<file path="config.mk">
export PLATFORM = sky130hd
export DESIGN_NAME = element_path_suffix_matcher
export DESIGN_NICKNAME = d
export VERILOG_FILES = /design/src/sv/epsm_pkg.sv /design/src/sv/element_path_suffix_matcher.sv /design/src/sv/epsm_ctrl.sv /design/src/sv/epsm_dp.sv
export SDC_FILE = /design/constraint.sdc
export NUM_CORES = 1
export LEC_CHECK = 0
export BUFFER_PORTS_ARGS = -buffer_cell sky130_fd_sc_hd__buf_2
export CAP_MARGIN = 20
export CORE_MARGIN = 2
export CORE_UTILIZATION = 55
export DETAILED_ROUTE_END_ITERATION = 6
export PLACE_DENSITY = 0.72
export SLEW_MARGIN = 20
export SYNTH_ARGS = -nofsm -noshare
export SYNTH_HDL_FRONTEND = slang
export SYNTH_SLANG_ARGS = --single-unit
export TNS_END_PERCENT = 20
</file>
<file path="constraint.sdc">
create_clock -name clk -period 4.7 [get_ports clk]
set_input_delay 0.94 -clock clk [delete_from_list [all_inputs] [get_ports clk]]
set_output_delay 0.94 -clock clk [all_outputs]
set_load 0.05 [all_outputs]
</file>
<file path="src/sv/epsm_pkg.sv">
// Shared types, constants and the path-pattern table of the element path suffix matcher.
package epsm_pkg;

  localparam int STACK_DEPTH  = 24;
  localparam int CNT_W        = $clog2(STACK_DEPTH + 1);
  localparam int CODE_W       = 6;
  localparam int CTX_W        = 6;
  localparam int DEPTH_W      = 5;
  localparam int NUM_ELEMENTS = 59;
  localparam int NUM_PATTERNS = 46;
  localparam int MAX_PAT_LEN  = 4;

  typedef enum logic [1:0] {
    CMD_BEGIN = 2'd0,
    CMD_START = 2'd1,
    CMD_END   = 2'd2,
    CMD_NONE  = 2'd3
  } cmd_t;

  typedef enum logic [1:0] {
    ERR_OK    = 2'd0,
    ERR_LIMIT = 2'd1,
    ERR_UNDER = 2'd2,
    ERR_RSVD  = 2'd3
  } err_t;

  typedef enum logic {
    KIND_START = 1'b0,
    KIND_END   = 1'b1
  } kind_t;

  // Commands from the controller to the datapath.
  typedef struct packed {
    logic  clear;
    logic  push;
    logic  pop;
    logic  capture;
    kind_t kind;
    err_t  err;
  } epsm_cmd_t;

  // Status from the datapath to the controller.
  typedef struct packed {
    logic full;
    logic empty;
  } epsm_stat_t;

  // Element codes used by the pattern table.
  localparam logic [CODE_W-1:0] EL_CERT        = 6'd0;
  localparam logic [CODE_W-1:0] EL_CERTCHAIN   = 6'd1;
  localparam logic [CODE_W-1:0] EL_CIPHERDATA  = 6'd2;
  localparam logic [CODE_W-1:0] EL_CIPHERVALUE = 6'd3;
  localparam logic [CODE_W-1:0] EL_CONTENTID   = 6'd4;
  localparam logic [CODE_W-1:0] EL_DEVDETAILS  = 6'd6;
  localparam logic [CODE_W-1:0] EL_DEVID       = 6'd7;
  localparam logic [CODE_W-1:0] EL_DIGESTVAL   = 6'd8;
  localparam logic [CODE_W-1:0] EL_DN          = 6'd9;
  localparam logic [CODE_W-1:0] EL_DOMALIAS    = 6'd10;
  localparam logic [CODE_W-1:0] EL_DOMID       = 6'd11;
  localparam logic [CODE_W-1:0] EL_DOMINFO     = 6'd12;
  localparam logic [CODE_W-1:0] EL_DOMKEY      = 6'd13;
  localparam logic [CODE_W-1:0] EL_ENCKEY      = 6'd14;
  localparam logic [CODE_W-1:0] EL_ENCMETHOD   = 6'd15;
  localparam logic [CODE_W-1:0] EL_EXT         = 6'd16;
  localparam logic [CODE_W-1:0] EL_EXTS        = 6'd17;
  localparam logic [CODE_W-1:0] EL_HASH        = 6'd18;
  localparam logic [CODE_W-1:0] EL_ID          = 6'd19;
  localparam logic [CODE_W-1:0] EL_IDENT       = 6'd20;
  localparam logic [CODE_W-1:0] EL_JOIN        = 6'd21;
  localparam logic [CODE_W-1:0] EL_JOINRESP    = 6'd22;
  localparam logic [CODE_W-1:0] EL_KEYID       = 6'd23;
  localparam logic [CODE_W-1:0] EL_LEAVE       = 6'd24;
  localparam logic [CODE_W-1:0] EL_LEAVERESP   = 6'd25;
  localparam logic [CODE_W-1:0] EL_MAC         = 6'd26;
  localparam logic [CODE_W-1:0] EL_NONCE       = 6'd29;
  localparam logic [CODE_W-1:0] EL_NOTAFTER    = 6'd30;
  localparam logic [CODE_W-1:0] EL_OCSP        = 6'd31;
  localparam logic [CODE_W-1:0] EL_REGREQ      = 6'd33;
  localparam logic [CODE_W-1:0] EL_REGRESP     = 6'd34;
  localparam logic [CODE_W-1:0] EL_RIALIAS     = 6'd35;
  localparam logic [CODE_W-1:0] EL_RIHELLO     = 6'd37;
  localparam logic [CODE_W-1:0] EL_RIID        = 6'd38;
  localparam logic [CODE_W-1:0] EL_RINONCE     = 6'd39;
  localparam logic [CODE_W-1:0] EL_RIURL       = 6'd40;
  localparam logic [CODE_W-1:0] EL_ROACQ       = 6'd42;
  localparam logic [CODE_W-1:0] EL_TRIGGER     = 6'd43;
  localparam logic [CODE_W-1:0] EL_ROAPURL     = 6'd44;
  localparam logic [CODE_W-1:0] EL_ROID        = 6'd45;
  localparam logic [CODE_W-1:0] EL_RORESP      = 6'd47;
  localparam logic [CODE_W-1:0] EL_SELALG      = 6'd48;
  localparam logic [CODE_W-1:0] EL_SELVER      = 6'd49;
  localparam logic [CODE_W-1:0] EL_SERVINFO    = 6'd50;
  localparam logic [CODE_W-1:0] EL_SIG         = 6'd51;
  localparam logic [CODE_W-1:0] EL_SIGVAL      = 6'd52;
  localparam logic [CODE_W-1:0] EL_SUPALG      = 6'd53;
  localparam logic [CODE_W-1:0] EL_TRUSTAUTH   = 6'd56;
  localparam logic [CODE_W-1:0] EL_NONE        = 6'd0;

  // One path pattern; e0 is the innermost element.
  typedef struct packed {
    logic [2:0]        len;
    logic [CODE_W-1:0] e0;
    logic [CODE_W-1:0] e1;
    logic [CODE_W-1:0] e2;
    logic [CODE_W-1:0] e3;
  } pattern_t;

  // Pattern i gives context code i + 1. Longest patterns come first.
  localparam pattern_t PATTERNS [NUM_PATTERNS] = '{
    '{3'd4, EL_HASH,        EL_KEYID,      EL_RIID,       EL_RORESP},
    '{3'd4, EL_HASH,        EL_KEYID,      EL_RIID,       EL_JOINRESP},
    '{3'd3, EL_HASH,        EL_KEYID,      EL_DEVID,      EL_NONE},
    '{3'd3, EL_HASH,        EL_KEYID,      EL_TRUSTAUTH,  EL_NONE},
    '{3'd3, EL_IDENT,       EL_EXT,        EL_EXTS,       EL_NONE},
    '{3'd3, EL_ID,          EL_EXT,        EL_EXTS,       EL_NONE},
    '{3'd3, EL_CONTENTID,   EL_EXT,        EL_EXTS,       EL_NONE},
    '{3'd3, EL_DN,          EL_EXT,        EL_EXTS,       EL_NONE},
    '{3'd3, EL_DEVDETAILS,  EL_EXTS,       EL_RIHELLO,    EL_NONE},
    '{3'd3, EL_HASH,        EL_KEYID,      EL_RIID,       EL_NONE},
    '{3'd3, EL_CIPHERVALUE, EL_CIPHERDATA, EL_ENCKEY,     EL_NONE},
    '{3'd3, EL_ENCMETHOD,   EL_ENCKEY,     EL_DOMKEY,     EL_NONE},
    '{3'd3, EL_MAC,         EL_DOMKEY,     EL_DOMINFO,    EL_NONE},
    '{3'd2, EL_ENCKEY,      EL_DOMKEY,     EL_NONE,       EL_NONE},
    '{3'd2, EL_CERT,        EL_CERTCHAIN,  EL_NONE,       EL_NONE},
    '{3'd2, EL_SIG,         EL_RORESP,     EL_NONE,       EL_NONE},
    '{3'd2, EL_EXT,         EL_EXTS,       EL_NONE,       EL_NONE},
    '{3'd1, EL_RIALIAS,     EL_NONE,       EL_NONE,       EL_NONE},
    '{3'd1, EL_DOMALIAS,    EL_NONE,       EL_NONE,       EL_NONE},
    '{3'd1, EL_RIHELLO,     EL_NONE,       EL_NONE,       EL_NONE},
    '{3'd1, EL_SELVER,      EL_NONE,       EL_NONE,       EL_NONE},
    '{3'd1, EL_RINONCE,     EL_NONE,       EL_NONE,       EL_NONE},
    '{3'd1, EL_OCSP,        EL_NONE,       EL_NONE,       EL_NONE},
    '{3'd1, EL_RIURL,       EL_NONE,       EL_NONE,       EL_NONE},
    '{3'd1, EL_SIG,         EL_NONE,       EL_NONE,       EL_NONE},
    '{3'd1, EL_REGRESP,     EL_NONE,       EL_NONE,       EL_NONE},
    '{3'd1, EL_RORESP,      EL_NONE,       EL_NONE,       EL_NONE},
    '{3'd1, EL_JOINRESP,    EL_NONE,       EL_NONE,       EL_NONE},
    '{3'd1, EL_LEAVERESP,   EL_NONE,       EL_NONE,       EL_NONE},
    '{3'd1, EL_DOMID,       EL_NONE,       EL_NONE,       EL_NONE},
    '{3'd1, EL_NONCE,       EL_NONE,       EL_NONE,       EL_NONE},
    '{3'd1, EL_NOTAFTER,    EL_NONE,       EL_NONE,       EL_NONE},
    '{3'd1, EL_DOMKEY,      EL_NONE,       EL_NONE,       EL_NONE},
    '{3'd1, EL_TRIGGER,     EL_NONE,       EL_NONE,       EL_NONE},
    '{3'd1, EL_ROAPURL,     EL_NONE,       EL_NONE,       EL_NONE},
    '{3'd1, EL_REGREQ,      EL_NONE,       EL_NONE,       EL_NONE},
    '{3'd1, EL_ROACQ,       EL_NONE,       EL_NONE,       EL_NONE},
    '{3'd1, EL_JOIN,        EL_NONE,       EL_NONE,       EL_NONE},
    '{3'd1, EL_LEAVE,       EL_NONE,       EL_NONE,       EL_NONE},
    '{3'd1, EL_ROID,        EL_NONE,       EL_NONE,       EL_NONE},
    '{3'd1, EL_CONTENTID,   EL_NONE,       EL_NONE,       EL_NONE},
    '{3'd1, EL_SIGVAL,      EL_NONE,       EL_NONE,       EL_NONE},
    '{3'd1, EL_DIGESTVAL,   EL_NONE,       EL_NONE,       EL_NONE},
    '{3'd1, EL_SERVINFO,    EL_NONE,       EL_NONE,       EL_NONE},
    '{3'd1, EL_SUPALG,      EL_NONE,       EL_NONE,       EL_NONE},
    '{3'd1, EL_SELALG,      EL_NONE,       EL_NONE,       EL_NONE}
  };

  // Returns the context code for the given top-of-stack entries (index 0 is the top)
  // and stack depth. All patterns are compared in parallel; the lowest index wins.
  function automatic logic [CTX_W-1:0] match_context(
    input logic [MAX_PAT_LEN-1:0][CODE_W-1:0] top,
    input logic [CNT_W-1:0]                   depth
  );
    logic [CTX_W-1:0]                   ctx;
    logic                               ok;
    logic [MAX_PAT_LEN-1:0][CODE_W-1:0] pat;
    ctx = '0;
    for (int i = NUM_PATTERNS - 1; i >= 0; i--) begin
      pat = {PATTERNS[i].e3, PATTERNS[i].e2, PATTERNS[i].e1, PATTERNS[i].e0};
      ok  = 1'b1;
      for (int k = 0; k < MAX_PAT_LEN; k++) begin
        if ((k < int'(PATTERNS[i].len)) && (k < int'(depth)) && (top[k] != pat[k])) begin
          ok = 1'b0;
        end
      end
      if (ok) begin
        ctx = CTX_W'(i + 1);
      end
    end
    if (depth == '0) begin
      ctx = '0;
    end
    return ctx;
  endfunction

endpackage

</file>
<file path="src/sv/element_path_suffix_matcher.sv">
// Top level of the element path suffix matcher.
//
// This block follows a stream of tokenized XML tag events and, for each start
// or end tag of a recognized element, reports which entry of a fixed table of
// element paths describes the current nesting. Each input beat carries a command
// in s_tuser (begin document, start element, end element) and an element code
// in s_tdata. A begin beat empties the stack and clears the error hold; it gives
// no output. A start beat pushes the element and then reports; an end beat
// reports and then pops. The reported context is the first table pattern,
// longest first, whose path matches the top of the stack, with only as many
// entries compared as the stack is deep. Unrecognized element codes and the
// unused command value are dropped without a result. When a start brings the
// stack to its limit of 24 entries, or an end arrives on an empty stack, the
// result carries an error code and all later start and end beats are ignored
// until the next begin. For a beat that produces a result, the push happens at
// the accepting edge, the match against the top four stack entries runs in the
// following cycle and is loaded into the output register at the next edge, so
// m_tvalid rises with that load and then holds for as long as m_tready stays
// low. s_tready stays low until the result is taken, so the block accepts no
// new beat while a result is pending; a beat without a result leaves s_tready
// high. The stack is a shift register, so the top four entries feed the
// parallel pattern compare directly and no clearing pass is needed after reset.
module element_path_suffix_matcher import epsm_pkg::*; (
  input  logic        clk,
  input  logic        rst,
  input  logic        s_tvalid,
  output logic        s_tready,
  input  logic [7:0]  s_tdata,   // [5:0] element_code, [7:6] zero
  input  logic [1:0]  s_tuser,   // [1:0] command
  output logic        m_tvalid,
  input  logic        m_tready,
  output logic [15:0] m_tdata,   // [5:0] context_code, [10:6] nest_depth,
                                 // [12:11] error_code, [15:13] zero
  output logic [0:0]  m_tuser    // [0] event_kind
);

  epsm_cmd_t          cmd;
  epsm_stat_t         stat;
  kind_t              event_kind;
  logic [CTX_W-1:0]   context_code;
  logic [DEPTH_W-1:0] nest_depth;
  err_t               error_code;

  epsm_ctrl u_ctrl (
    .clk       (clk),
    .rst       (rst),
    .in_valid  (s_tvalid),
    .in_ready  (s_tready),
    .in_cmd    (cmd_t'(s_tuser)),
    .in_code   (s_tdata[CODE_W-1:0]),
    .out_valid (m_tvalid),
    .out_ready (m_tready),
    .stat      (stat),
    .cmd       (cmd)
  );

  epsm_dp u_dp (
    .clk          (clk),
    .rst          (rst),
    .cmd          (cmd),
    .in_code      (s_tdata[CODE_W-1:0]),
    .stat         (stat),
    .event_kind   (event_kind),
    .context_code (context_code),
    .nest_depth   (nest_depth),
    .error_code   (error_code)
  );

  // The two upper input bits are padding and are not used.
  assign m_tdata = {3'b000, error_code, nest_depth, context_code};
  assign m_tuser = event_kind;

endmodule

</file>
<file path="src/sv/epsm_ctrl.sv">
// Controller state machine of the element path suffix matcher.
module epsm_ctrl import epsm_pkg::*; (
  input  logic              clk,
  input  logic              rst,
  input  logic              in_valid,
  output logic              in_ready,
  input  cmd_t              in_cmd,
  input  logic [CODE_W-1:0] in_code,
  output logic              out_valid,
  input  logic              out_ready,
  input  epsm_stat_t        stat,
  output epsm_cmd_t         cmd
);

  typedef enum logic [1:0] {
    ST_IDLE,
    ST_MATCH,
    ST_OUT
  } state_t;

  state_t state;
  logic   halted;
  kind_t  kind;
  logic   accept;
  logic   event_ok;

  assign in_ready  = (state == ST_IDLE);
  assign out_valid = (state == ST_OUT);
  assign accept    = in_valid && in_ready;
  assign event_ok  = !halted && (in_code < CODE_W'(NUM_ELEMENTS));

  always_comb begin
    cmd = '{clear: 1'b0, push: 1'b0, pop: 1'b0, capture: 1'b0,
            kind: kind, err: ERR_OK};
    case (state)
      ST_IDLE: begin
        if (accept) begin
          if (in_cmd == CMD_BEGIN) begin
            cmd.clear = 1'b1;
          end else if (in_cmd == CMD_START && event_ok && !stat.full) begin
            cmd.push = 1'b1;
          end
        end
      end
      ST_MATCH: begin
        cmd.capture = 1'b1;
        if (kind == KIND_START) begin
          cmd.err = stat.full ? ERR_LIMIT : ERR_OK;
        end else if (stat.empty) begin
          cmd.err = ERR_UNDER;
        end else begin
          cmd.pop = 1'b1;
        end
      end
      default: begin
      end
    endcase
  end

  always_ff @(posedge clk) begin
    if (rst) begin
      state  <= ST_IDLE;
      halted <= 1'b0;
      kind   <= KIND_START;
    end else begin
      case (state)
        ST_IDLE: begin
          if (accept) begin
            case (in_cmd)
              CMD_BEGIN: begin
                halted <= 1'b0;
              end
              CMD_START: begin
                if (event_ok) begin
                  if (stat.full) begin
                    halted <= 1'b1;
                  end else begin
                    kind  <= KIND_START;
                    state <= ST_MATCH;
                  end
                end
              end
              CMD_END: begin
                if (event_ok) begin
                  kind  <= KIND_END;
                  state <= ST_MATCH;
                end
              end
              default: begin
              end
            endcase
          end
        end
        ST_MATCH: begin
          if (kind == KIND_START) begin
            halted <= stat.full;
          end else if (stat.empty) begin
            halted <= 1'b1;
          end
          state <= ST_OUT;
        end
        ST_OUT: begin
          if (out_ready) begin
            state <= ST_IDLE;
          end
        end
        default: begin
          state <= ST_IDLE;
        end
      endcase
    end
  end

endmodule

</file>
<file path="src/sv/epsm_dp.sv">
// Datapath of the element path suffix matcher: shift-register stack, matcher and result register.
module epsm_dp import epsm_pkg::*; (
  input  logic               clk,
  input  logic               rst,
  input  epsm_cmd_t          cmd,
  input  logic [CODE_W-1:0]  in_code,
  output epsm_stat_t         stat,
  output kind_t              event_kind,
  output logic [CTX_W-1:0]   context_code,
  output logic [DEPTH_W-1:0] nest_depth,
  output err_t               error_code
);

  // Entry 0 is the top of the stack, so the matcher reads fixed taps.
  logic [CODE_W-1:0]                  stack [STACK_DEPTH];
  logic [CNT_W-1:0]                   count;
  logic [MAX_PAT_LEN-1:0][CODE_W-1:0] top;
  logic [CTX_W-1:0]                   ctx;

  assign stat.full  = (count == CNT_W'(STACK_DEPTH));
  assign stat.empty = (count == '0);

  always_comb begin
    for (int k = 0; k < MAX_PAT_LEN; k++) begin
      top[k] = stack[k];
    end
  end

  assign ctx = match_context(top, count);

  always_ff @(posedge clk) begin
    if (cmd.push) begin
      stack[0] <= in_code;
      for (int i = 1; i < STACK_DEPTH; i++) begin
        stack[i] <= stack[i-1];
      end
    end else if (cmd.pop) begin
      for (int i = 0; i < STACK_DEPTH - 1; i++) begin
        stack[i] <= stack[i+1];
      end
    end
  end

  always_ff @(posedge clk) begin
    if (rst) begin
      count <= '0;
    end else if (cmd.clear) begin
      count <= '0;
    end else if (cmd.push) begin
      count <= count + 1'b1;
    end else if (cmd.pop) begin
      count <= count - 1'b1;
    end
  end

  always_ff @(posedge clk) begin
    if (cmd.capture) begin
      event_kind   <= cmd.kind;
      context_code <= ctx;
      nest_depth   <= DEPTH_W'(count);
      error_code   <= cmd.err;
    end
  end

endmodule

</file>
# Word level (Yosys, flattened, before mapping)
# Memory sizes are Yosys's and may differ from the RTL's.
# Cells that the tools add are included.
# totals
reg_bits,23
ram_bits,144
inputBits,14
output_inout_bits,19
memories,1
# op_classes
addsub,2
n_lt_le_gt_ge,5
eq_ne,74
muxes,144
bitwise_logic,37
n_reduce_logical,80
# mem_list
memory,words,width,read_ports,rd_clocked_by_memory_dff,write_ports,line_no,rtl
u_dp.stack,24,6,24,0,24,epsm_dp.sv:15,logic [CODE_W-1:0] stack [STACK_DEPTH];
# op_table
cell,n
$mux W6,38
$ne A6 B6 Y1 const B,22
$ne A6 B5 Y1 const B,17
$mux W5,18
$ne A6 B4 Y1 const B,12
$logic_and A1 B1 Y1,62
$mux W1,59
$mux W4,8
$reduce_or A32 Y1,1
$mux W2,12
$or A1 B1 Y1,23
$ne A3 B3 Y1 const B,7
$ne A6 B3 Y1 const B,3
$reduce_and A6 Y1,3
$reduce_or A16 Y1,1
$not A1 Y1,14
$mux W3,4
$ne A6 B2 Y1 const B,2
$lt A1 B5 Y1 const A,2
$lt A2 B5 Y1 const A,2
$reduce_or A8 Y1,1
$lt A6 B6 Y1 const B,1
$ne A2 B1 Y1 const B,3
$ne A6 B1 Y1 const B,1
16 further kinds,26

# Logic depth before layout (Yosys ltp)
# Gate-level depths: netlist (run 1).
# An unclocked memory read counts as a cell.
# logic_depth
ltp_word,49
mapped_depth,9
mapped_depth_nobuf,9

# Cells and area by module
# A second synthesis (run 1) with hierarchy kept.
# hier_totals
cells_unflattened,639
area_unflattened_um2,8599.5
# modules_own_cells
module,instances,cells_per_inst,area_each_um2,seq_area_each_um2
epsm_dp,1,591,8207.9,4844.6
epsm_ctrl,1,44,365.4,80.1
element_path_suffix_matcher,1,4,26.3,0.0

# Least setup slack after synthesis (run 1)
# OpenSTA, ideal clock, no wires.
# synth_path
path_type,input port to flip-flop
startpoint,input port s_tdata[0]
endpoint,"memory u_dp.stack[0][0], enable pin"
setup_time_ns,0.440
t_arrival_ns,3.384
required_ns,4.260
slack_ns,0.876
stages,6
path_buffers,1
cell_sequence,a21oi_1 > o21bai_1 > nor2_1 > and4_1 > buf_2 > or2_2
# synth_rtl
item,line_no,rtl
from (decl),element_path_suffix_matcher.sv:28,"input logic [7:0] s_tdata,"
to (decl),epsm_dp.sv:15,

==> impl_metrics.env, run 1 <==
export IMPL_yosysUniqueCellTypes=68
export IMPL_drt_total_wl_mm=14.87
export IMPL_cts_tree="built"
export IMPL_routedWlPerCell_um=17.72
export IMPL_final_common_cell="edfxtp_1"
export IMPL_cts_root_buf="clkbuf_16"
export IMPL_path_clk_slew_ns=0.06
export IMPL_max_freq_mhz=340.3
export IMPL_grt_max_degree=116
export IMPL_fillers=1160
export IMPL_cts_buffers=17
export IMPL_final_min_clock_period_ns=2.938
export IMPL_core_area_um2=15150
export IMPL_postCtsSetupBuffers=0
export IMPL_place_hpwl_mm=9.882
export IMPL_ys_ff_latch=167
export IMPL_cts_resized=0
export IMPL_nNetsFinal=659
export IMPL_crit_arrival_ns=3.04
export IMPL_design_die_area_um2=16420
export IMPL_critPathBufInv=2
export IMPL_fin_setup_tns_ns=0
export IMPL_dr_pass1_iters=5
export IMPL_htreeDepth=4
export IMPL_grt_pass1_wl_mm=24.67
export IMPL_critPathKind="reg -> reg"
export IMPL_avgViaCountPerCell=6.091
export IMPL_num_vias=5110
export IMPL_yosysWarnings=0
export IMPL_drt_iter0_drc=400
export IMPL_cp_end_kind="flop"
export IMPL_antenna_found_initial=0
export IMPL_power_density_nw_per_um2=354.1
export IMPL_synthCells=620
export IMPL_cp_cell_sequence="inv_1, ha_1, and4b_2, nor2_1, and4_2, or2_4, buf_12"
export IMPL_rsz0062_at_grt="false"
export IMPL_setup_viol=0
export IMPL_fp_row_count=45
export IMPL_syn_to_final_growth_pct=10.31
export IMPL_antenna_left=0
export IMPL_grt_usage_pct=19.10
export IMPL_finalHoldViolations=0
export IMPL_leakagePower_uw=0.003134
export IMPL_rr_startpoint="u_dp.count[0]"
export IMPL_synth_cell_area_um2=8474
export IMPL_yosysSeqAreaShare_pct=58.11
export IMPL_finClkSkew_ns=0.007081
export IMPL_die_h_um=128.1
export IMPL_ir_worst_vdd_mv=0.3689
export IMPL_portBuffers=27
export IMPL_antenna_cells=0
export IMPL_synth_edff_count=158
export IMPL_overflow=0
export IMPL_start_util_pct=55.95
export IMPL_crit_start="u_dp.count[0]"
export IMPL_crit_required_ns=4.80
export IMPL_layout_common_cells="edfxtp_1 (158), mux2_2 (136), nor2_1 (35)"
export IMPL_synth_top_area_cell="edfxtp_1"
export IMPL_cp_top_family="simple AND/OR/NAND/NOR gates"
export IMPL_grt_pass1_vias=5027
export IMPL_slew_headroom_pct=46.47
export IMPL_start_kind="flop"
export IMPL_synth_ff_type="edfxtp_1"
export IMPL_synth_area_per_cell_um2=13.67
export IMPL_die_x_um=128.1
export IMPL_place_gp_congestion=0.8859
export IMPL_status="complete, no violations"
export IMPL_fin_util_pct=61.72
export IMPL_drv_slew=0
export IMPL_max_stage_delay_ns=0.58
export IMPL_drc=0
export IMPL_max_cap_violations=0
export IMPL_drive_above_1_share_pct=32.41
export IMPL_hp_class="reg -> reg"
export IMPL_synth_area_top_cells="edfxtp_1 (56%), mux2_2 (18%), dfxtp_1 (2.1%)"
export IMPL_fin_area_um2=9348
export IMPL_period_share_pct=62.52
export IMPL_async_reset_ff_share_pct=0
export IMPL_slowest_stage="dfxtp_1"
export IMPL_clkLatencyLatePin_ns=0.43
export IMPL_pin_count=33
export IMPL_yosys_area_top_type_share_pct=55.99
export IMPL_cts_sinks=167
export IMPL_worst_pin_slew_ns=0.8029
export IMPL_min_from="u_dp.stack[0][137]"
export IMPL_cts_buffer_depth=2
export IMPL_path_max_fanout=50
export IMPL_place_area_um2=8735
export IMPL_cts_hold_buf=0
==> metal layers <==
| metal | track usage [%] | up-vias | share of wire, % |
|---|---|---|---|
| met1 | 24.69 | 2543 | 46 |
| met3 | 5.008 | 24 | 4.0 |
| li1 | - | 2441 | - |
| met4 | 7.369 | 0 | 1.7 |
| met2 | 31.08 | 102 | 49 |
| met5 | 0 | - | 0 |
==> final timing paths <==
path	to	slack, ns	depth (start not counted)
setup / recovery	u_dp.stack[0][93]	1.76	7
hold / removal	u_dp.stack[0][143]	0.46	0
setup reg to reg	u_dp.stack[0][93]	1.76	7
hold reg to reg	u_dp.stack[0][143]	0.46	0
==> cell type report <==
class	count	area, um2	area share, %
clock buffers	20	436.7	4.671
clock inverters	12	176.4	1.887
inverters	13	48.80	0.5220
multi-input cells	407	3316	35.47
flip-flops and latches	167	4925	52.68
well taps	188	235.2	2.516
repair buffers	32	210.2	2.249
==> state kept, by name, summed over array words and instances (netlist names) <==
name,count
u_dp.context_code,6
u_dp.nest_depth,5
u_dp.error_code,2
u_ctrl.state,2
u_dp.event_kind,1
u_dp.count,5
u_ctrl.kind,1
u_dp.stack,144
u_ctrl.halted,1
==> through the flow <==
step	worst slack (ns)	total power (uW)	hold slack, ns	cells
final	1.762	3310	0.4575	839
after detailed placement	1.616	1898	0.4373	807
after global routing	1.578	3413	0.4682	839
after global placement	1.679	1890	0.4343	807
after floorplan	0.8761	1854	0.4029	622
after CTS	1.743	3339	0.4613	839
==> synthesized netlist by cell type, types with 3 or more instances <==
cell / count
mux2_2: 136
and3b_1: 3
a211oi_1: 7
nand4_1: 4
inv_1: 13
a21oi_1: 27
nand2b_1: 7
nand3_1: 12
nor3_1: 10
a32oi_1: 5
a31oi_1: 6
o21ai_0: 13
a22oi_1: 3
nor2_1: 35
nor2b_1: 17
edfxtp_1: 158
clkbuf_1: 6
buf_4: 4
o211ai_1: 6
nor3b_1: 3
dfxtp_1: 9
nand2_1: 26
and2_1: 7
nor4b_1: 5
nor4bb_1: 3
and3_1: 4
nor4_1: 3
mux2i_1: 3
xor2_1: 4
ha_1: 7
and4b_1: 3
buf_2: 22
buf_6: 3
==> report_power, final <==
group | internal, uW | leakage (uW) | switching, uW
Combinational | 67.0 | 0.00132 | 110
Sequential | 1660 | 0.00152 | 26.5
Clock | 890 | 0.000301 | 554
==> cells by family after synthesis <==
logic type	count (synthesis)	share of synthesized area, %
adder cells (fa/ha/maj)	7	1.033
flip-flops	167	58.11
other	1	0.04425
XOR/XNOR	5	0.5167
buffers and inverters	48	2.894
AND/OR/NAND/NOR	152	10.04
AO/OA/AOI/OAI	101	8.933
multiplexers	139	18.43
No activity file was read; power rests on OpenSTA's default activity.
==> run 2, diff against run 1 <==
--- a/config.mk
+++ b/config.mk
@@ -10,7 +10,7 @@
 export CORE_MARGIN = 2
 export CORE_UTILIZATION = 55
 export DETAILED_ROUTE_END_ITERATION = 6
-export PLACE_DENSITY = 0.72
+export PLACE_DENSITY = 0.75
 export SLEW_MARGIN = 20
 export SYNTH_ARGS = -nofsm -noshare
 export SYNTH_HDL_FRONTEND = slang
==> constraint.sdc (replaced) <==
create_clock -name clk -period 2.7 [get_ports clk]
set_input_delay 0.54 -clock clk [delete_from_list [all_inputs] [get_ports clk]]
set_output_delay 0.54 -clock clk [all_outputs]
set_load 0.05 [all_outputs]
==> run 2 against run 1 <==
Effect of this change: largest cell class unchanged; sequential share of layout area decreased by 1.7 points; power increased by 70%; fmax increased by 18%; first-iteration DRC count increased by 2.8%; cell count increased by 4.4%; sequential power increased by 73%; sequential cell count unchanged; utilization increased by 2.1 points; clock skew increased by 0.0098 ns.
==> impl_metrics.env, run 2 (synthesized netlist as in run 1, its figures left out) <==
export IMPL_status="complete, no violations"
export IMPL_hp_class="in -> reg"
export IMPL_leakagePower_uw=0.003310
export IMPL_cts_buffers=17
export IMPL_rsz0062_at_grt="false"
export IMPL_drc=0
export IMPL_power_internal_uw=4400
export IMPL_portBuffers=27
export IMPL_fin_area_um2=9669
export IMPL_slowest_stage="edfxtp_1"
export IMPL_die_x_um=128.1
export IMPL_slew_headroom_pct=54.92
export IMPL_setup_viol=0
export IMPL_grt_pass1_vias=5162
export IMPL_p_comb_share_pct=6.2
export IMPL_start_util_pct=55.95
export IMPL_drv_slew=0
export IMPL_fillers=1113
export IMPL_design_die_area_um2=16420
export IMPL_cp_cell_sequence="nor2b_1, a221oi_1, o221ai_1, a2111oi_0, buf_4, nor4_1, nor2_1, a31oi_1"
export IMPL_netSwitchingFraction_pct=21.81
export IMPL_htreeDepth=4
export IMPL_regMostFlops="u_dp.stack"
export IMPL_max_freq_mhz=401.1
export IMPL_grt_max_degree=85
export IMPL_num_vias=5215
export IMPL_start_kind="flop"
export IMPL_power_frac_seq_pct=52.1
export IMPL_ir_worst_vdd_mv=0.5271
export IMPL_layout_common_cells="edfxtp_1 (158), mux2_2 (136), buf_4 (36)"
export IMPL_clockPowerShare_pct=41.6
export IMPL_power_density_nw_per_um2=582.0
export IMPL_rr_startpoint="u_dp.stack[0][4]"
export IMPL_cts_buffer_depth=2
export IMPL_antenna_found_initial=0
export IMPL_final_common_cell="edfxtp_1"
export IMPL_core_area_um2=15150
export IMPL_avgViaCountPerCell=5.953
export IMPL_min_from="rst"
export IMPL_crit_start="u_dp.stack[0][4]"
export IMPL_final_min_clock_period_ns=2.493
export IMPL_max_cap_violations=0
export IMPL_p_switching_uw=1227
export IMPL_largest_reg_flops=144
export IMPL_antenna_left=0
export IMPL_place_gp_congestion=0.8845
export IMPL_finalHoldViolations=0
export IMPL_overflow=0
export IMPL_routedWlPerCell_um=18.04
export IMPL_finClkSkew_ns=0.01687
export IMPL_pin_count=33
export IMPL_cts_tree="built"
export IMPL_drive_above_1_share_pct=37.21
export IMPL_dr_pass1_iters=5
export IMPL_crit_required_ns=2.86
export IMPL_fp_row_count=45
export IMPL_grt_pass1_wl_mm=25.99
export IMPL_cts_sinks=167
export IMPL_path_clk_slew_ns=0.07
export IMPL_drt_iter0_drc=411
export IMPL_critPathKind="reg -> reg"
export IMPL_antenna_cells=0
export IMPL_fin_setup_tns_ns=0
export IMPL_grt_usage_pct=20.33
export IMPL_clkLatencyLatePin_ns=0.43
export IMPL_top_regs="u_dp.stack x144, u_dp.context_code x6"
export IMPL_syn_to_final_growth_pct=14.10
export IMPL_max_stage_delay_ns=0.51
export IMPL_nNetsFinal=696
export IMPL_worst_pin_slew_ns=0.6740
export IMPL_period_share_pct=92.34
export IMPL_cts_root_buf="clkbuf_16"
export IMPL_place_area_um2=9057
export IMPL_crit_arrival_ns=2.65
export IMPL_drt_total_wl_mm=15.80
export IMPL_path_max_fanout=10
export IMPL_die_h_um=128.1
export IMPL_cp_end_kind="flop"
export IMPL_place_hpwl_mm=11.06
==> run 2: cell count changes in the layout (fill, tap and decap cells not counted), sizes merged <==
| cell | previous run | this run |
|---|---|---|
| inv | 14 | 16 |
| bufinv | 4 | 2 |
| clkinv | 7 | 6 |
| buf | 32 | 69 |
| clkinvlp | 0 | 3 |
| clkbuf | 20 | 18 |
==> run 2: per-layer routing <==
layer | share of wire [%] | track usage, % | vias up | wire [um]
met5 | 0 | 0 | - | 0
met4 | 1.1 | 7.046 | 0 | 181
met3 | 3.3 | 4.174 | 17 | 519
met2 | 48 | 33.09 | 111 | 7634
met1 | 47 | 27.36 | 2574 | 7467
li1 | - | - | 2513 | -
==> run 2: power by group through the flow <==
stage	clock [uW]	combinational [uW]	sequential [uW]
floorplan	0	231	3000
global placement	0	336	2980
detailed placement	0	346	2990
CTS	2400	348	2930
global route	2480	383	2940
finish	2340	351	2930
==> run 2: area by class of cell <==
type                       count  area [um2]  share of cell area (%)
multi-input combinational    407        3347                   34.61
sequential                   167        4932                   51.01
timing repair buffer          69       525.5                   5.435
clock inverter                14       148.9                   1.540
inverter                      13       51.30                  0.5305
tap                          188       235.2                   2.433
clock buffer                  18       429.2                   4.438
==> run 2: critical path: cells and delay by family, from the launching register on <==
| family | cells | cell delay, ns |
|---|---|---|
| simple gates | 3 | 0.38 |
| flops | 1 | 0.51 |
| compound gates | 4 | 1.14 |
| buf+inv | 1 | 0.19 |
==> run 2: path summary, 6_finish.rpt <==
kind / end / slack, ns / cells past startpoint
max: u_dp.context_code[1] / 0.21 / 8
min: u_ctrl.state[1] / 0.35 / 2
max reg2reg: u_dp.context_code[1] / 0.21 / 8
min reg2reg: u_dp.stack[0][140] / 0.45 / 0
==> run 2: metrics by stage <==
step	setup WS [ns]	utilization (%)	std cells	hold slack (ns)	power, uW
global placement	0.1635	59.80	841	0.4300	3321
detailed placement	0.2048	59.80	841	0.4375	3335
floorplan	-0.02189	-	622	0.4095	3229
CTS	0.1925	63.62	873	0.3272	5681
global route	0.008667	63.84	876	0.3506	5806
finish	0.2069	63.84	876	0.3480	5627
==> run 2: timing repair <==
action                                  4_1_cts  5_1_grt
setup buffers                                 0        3
gates resized for setup                       0        2
endpoints found under the hold margin         0        0
hold buffers                                  0        0
endpoints found under the setup margin        0        3
==> run 3, diff against run 2 <==
--- a/config.mk
+++ b/config.mk
@@ -10,7 +10,7 @@
 export CORE_MARGIN = 2
 export CORE_UTILIZATION = 55
 export DETAILED_ROUTE_END_ITERATION = 6
-export PLACE_DENSITY = 0.75
+export PLACE_DENSITY = 0.72
 export SLEW_MARGIN = 20
 export SYNTH_ARGS = -nofsm -noshare
 export SYNTH_HDL_FRONTEND = slang
==> constraint.sdc (replaced) <==
create_clock -name clk -period 2.8 [get_ports clk]
set_input_delay 0.56 -clock clk [delete_from_list [all_inputs] [get_ports clk]]
set_output_delay 0.56 -clock clk [all_outputs]
set_load 0.05 [all_outputs]
==> run 3 against run 2 <==
Effect of this change: clock-buffer cell count increased by 3; sequential share of layout area increased by 1.0 points; design area fell by 2.0%; setup slack better by 0.0030 ns; sequential power is 3% lower; global-route usage decreased by 0.71 points; fmax fell by 3.7%; critical path type unchanged.
==> impl_metrics.env, run 3 (synthesized netlist as in run 1, its figures left out) <==
export IMPL_place_gp_congestion=0.8853
export IMPL_fin_setup_tns_ns=0
export IMPL_slew_headroom_pct=47.52
export IMPL_period_share_pct=92.50
export IMPL_place_hpwl_mm=10.33
export IMPL_antenna_cells=0
export IMPL_drv_slew=0
export IMPL_routedWlPerCell_um=17.69
export IMPL_seqCellArea_um2=4932
export IMPL_portBuffers=27
export IMPL_pin_count=33
export IMPL_drt_iter0_drc=359
export IMPL_path_clk_slew_ns=0.06
export IMPL_fillers=1152
export IMPL_overflow=0
export IMPL_power_density_nw_per_um2=568.4
export IMPL_drt_total_wl_mm=15.18
export IMPL_setup_viol=0
export IMPL_fin_util_pct=62.58
export IMPL_critPathKind="reg -> reg"
export IMPL_avgViaCountPerCell=5.967
export IMPL_nNetsFinal=678
export IMPL_die_h_um=128.1
export IMPL_syn_to_final_growth_pct=11.84
export IMPL_start_util_pct=55.95
export IMPL_clockPowerShare_pct=41.6
export IMPL_drive_above_1_share_pct=34.78
export IMPL_dp_cells=826
export IMPL_htreeDepth=4
export IMPL_ir_worst_vdd_mv=0.4393
export IMPL_num_vias=5120
export IMPL_max_freq_mhz=386.1
export IMPL_antenna_left=0
export IMPL_stdcell_count=858
export IMPL_drc=0
export IMPL_start_kind="flop"
export IMPL_worst_pin_slew_ns=0.7847
export IMPL_antenna_found_initial=0
export IMPL_top_regs="u_dp.stack x144, u_dp.context_code x6"
export IMPL_p_comb_share_pct=5.9
export IMPL_grt_pass1_wl_mm=25.38
export IMPL_clkLatencyLatePin_ns=0.42
export IMPL_layout_common_cells="edfxtp_1 (158), mux2_2 (136), nor2_1 (34)"
export IMPL_p_switching_uw=1156
export IMPL_grt_pass1_vias=5149
export IMPL_finalHoldViolations=0
export IMPL_fp_row_count=45
export IMPL_cts_resized=0
export IMPL_path_max_fanout=16
export IMPL_final_common_cell="edfxtp_1"
export IMPL_dr_pass1_iters=4
export IMPL_largest_reg_flops=144
export IMPL_cts_root_buf="clkbuf_16"
export IMPL_cts_sinks=167
export IMPL_design_die_area_um2=16420
export IMPL_crit_required_ns=2.96
export IMPL_status="complete, no violations"
export IMPL_place_area_um2=8912
export IMPL_power_frac_seq_pct=52.5
export IMPL_grt_usage_pct=19.62
export IMPL_cts_hold_buf=0
export IMPL_leakagePower_uw=0.003204
export IMPL_grt_max_degree=104
export IMPL_crit_arrival_ns=2.75
export IMPL_max_cap_violations=0
export IMPL_netSwitchingFraction_pct=21.47
export IMPL_cp_end_kind="flop"
export IMPL_die_x_um=128.1
export IMPL_multi_input_area_um2=3331
export IMPL_fin_area_um2=9478
export IMPL_final_min_clock_period_ns=2.590
export IMPL_postCtsSetupBuffers=0
export IMPL_rsz0062_at_grt="false"
export IMPL_regMostFlops="u_dp.stack"
export IMPL_cts_tree="built"
export IMPL_hp_class="in -> reg"
export IMPL_power_internal_uw=4231
export IMPL_cts_buffer_depth=2
export IMPL_finClkSkew_ns=0.01014
export IMPL_cts_buffers=17
export IMPL_core_area_um2=15150
==> run 3: final timing paths <==
path | slack (ns) | cells past startpoint | start | end
hold / removal | 0.38 | 2 | rst | u_ctrl.state[1]
hold reg to reg | 0.45 | 0 | u_dp.stack[0][137] | u_dp.stack[0][143]
setup / recovery | 0.21 | 7 | u_dp.count[4] | u_dp.context_code[0]
setup reg to reg | 0.21 | 7 | u_dp.count[4] | u_dp.context_code[0]
==> run 3: power groups by stage <==
| stage | sequential [uW] | clock [uW] | combinational (uW) |
|---|---|---|---|
| after floorplan | 2890 | 0 | 222 |
| after global placement | 2880 | 0 | 306 |
| after detailed placement | 2880 | 0 | 316 |
| after CTS | 2830 | 2290 | 318 |
| after global routing | 2840 | 2380 | 347 |
| final | 2830 | 2240 | 317 |
==> run 3: metrics by stage <==
stage	setup slack [ns]	hold slack [ns]	total power (uW)
after floorplan	0.0004847	0.4029	3111
after global placement	0.2027	0.4339	3186
after detailed placement	0.2217	0.4355	3199
after CTS	0.2120	0.3566	5436
after global routing	0.04507	0.3721	5566
final	0.2099	0.3777	5387
==> run 3: cell type report <==
type,count,share of cell area (%)
inverter,13,0.5149
sequential,167,52.04
multi-input combinational,407,35.14
clock buffer,21,4.647
timing repair buffer,51,3.855
tap,188,2.482
clock inverter,11,1.320
==> run 3: routing by layer <==
| metal | share of wire [%] | track usage, % |
|---|---|---|
| met1 | 47 | 26.37 |
| met2 | 48 | 31.80 |
| met3 | 3.1 | 3.506 |
| met4 | 1.7 | 8.016 |
| met5 | 0 | 0 |
==> run 3: worst max-delay path, stage by stage, from the launching register on <==
cell      delay [ns]
dfxtp_1         0.40
nor3_4          0.70
nand2_4         0.28
a221o_1         0.45
nand2_1         0.09
a211oi_1        0.05
o31ai_1         0.26
a21oi_1         0.11
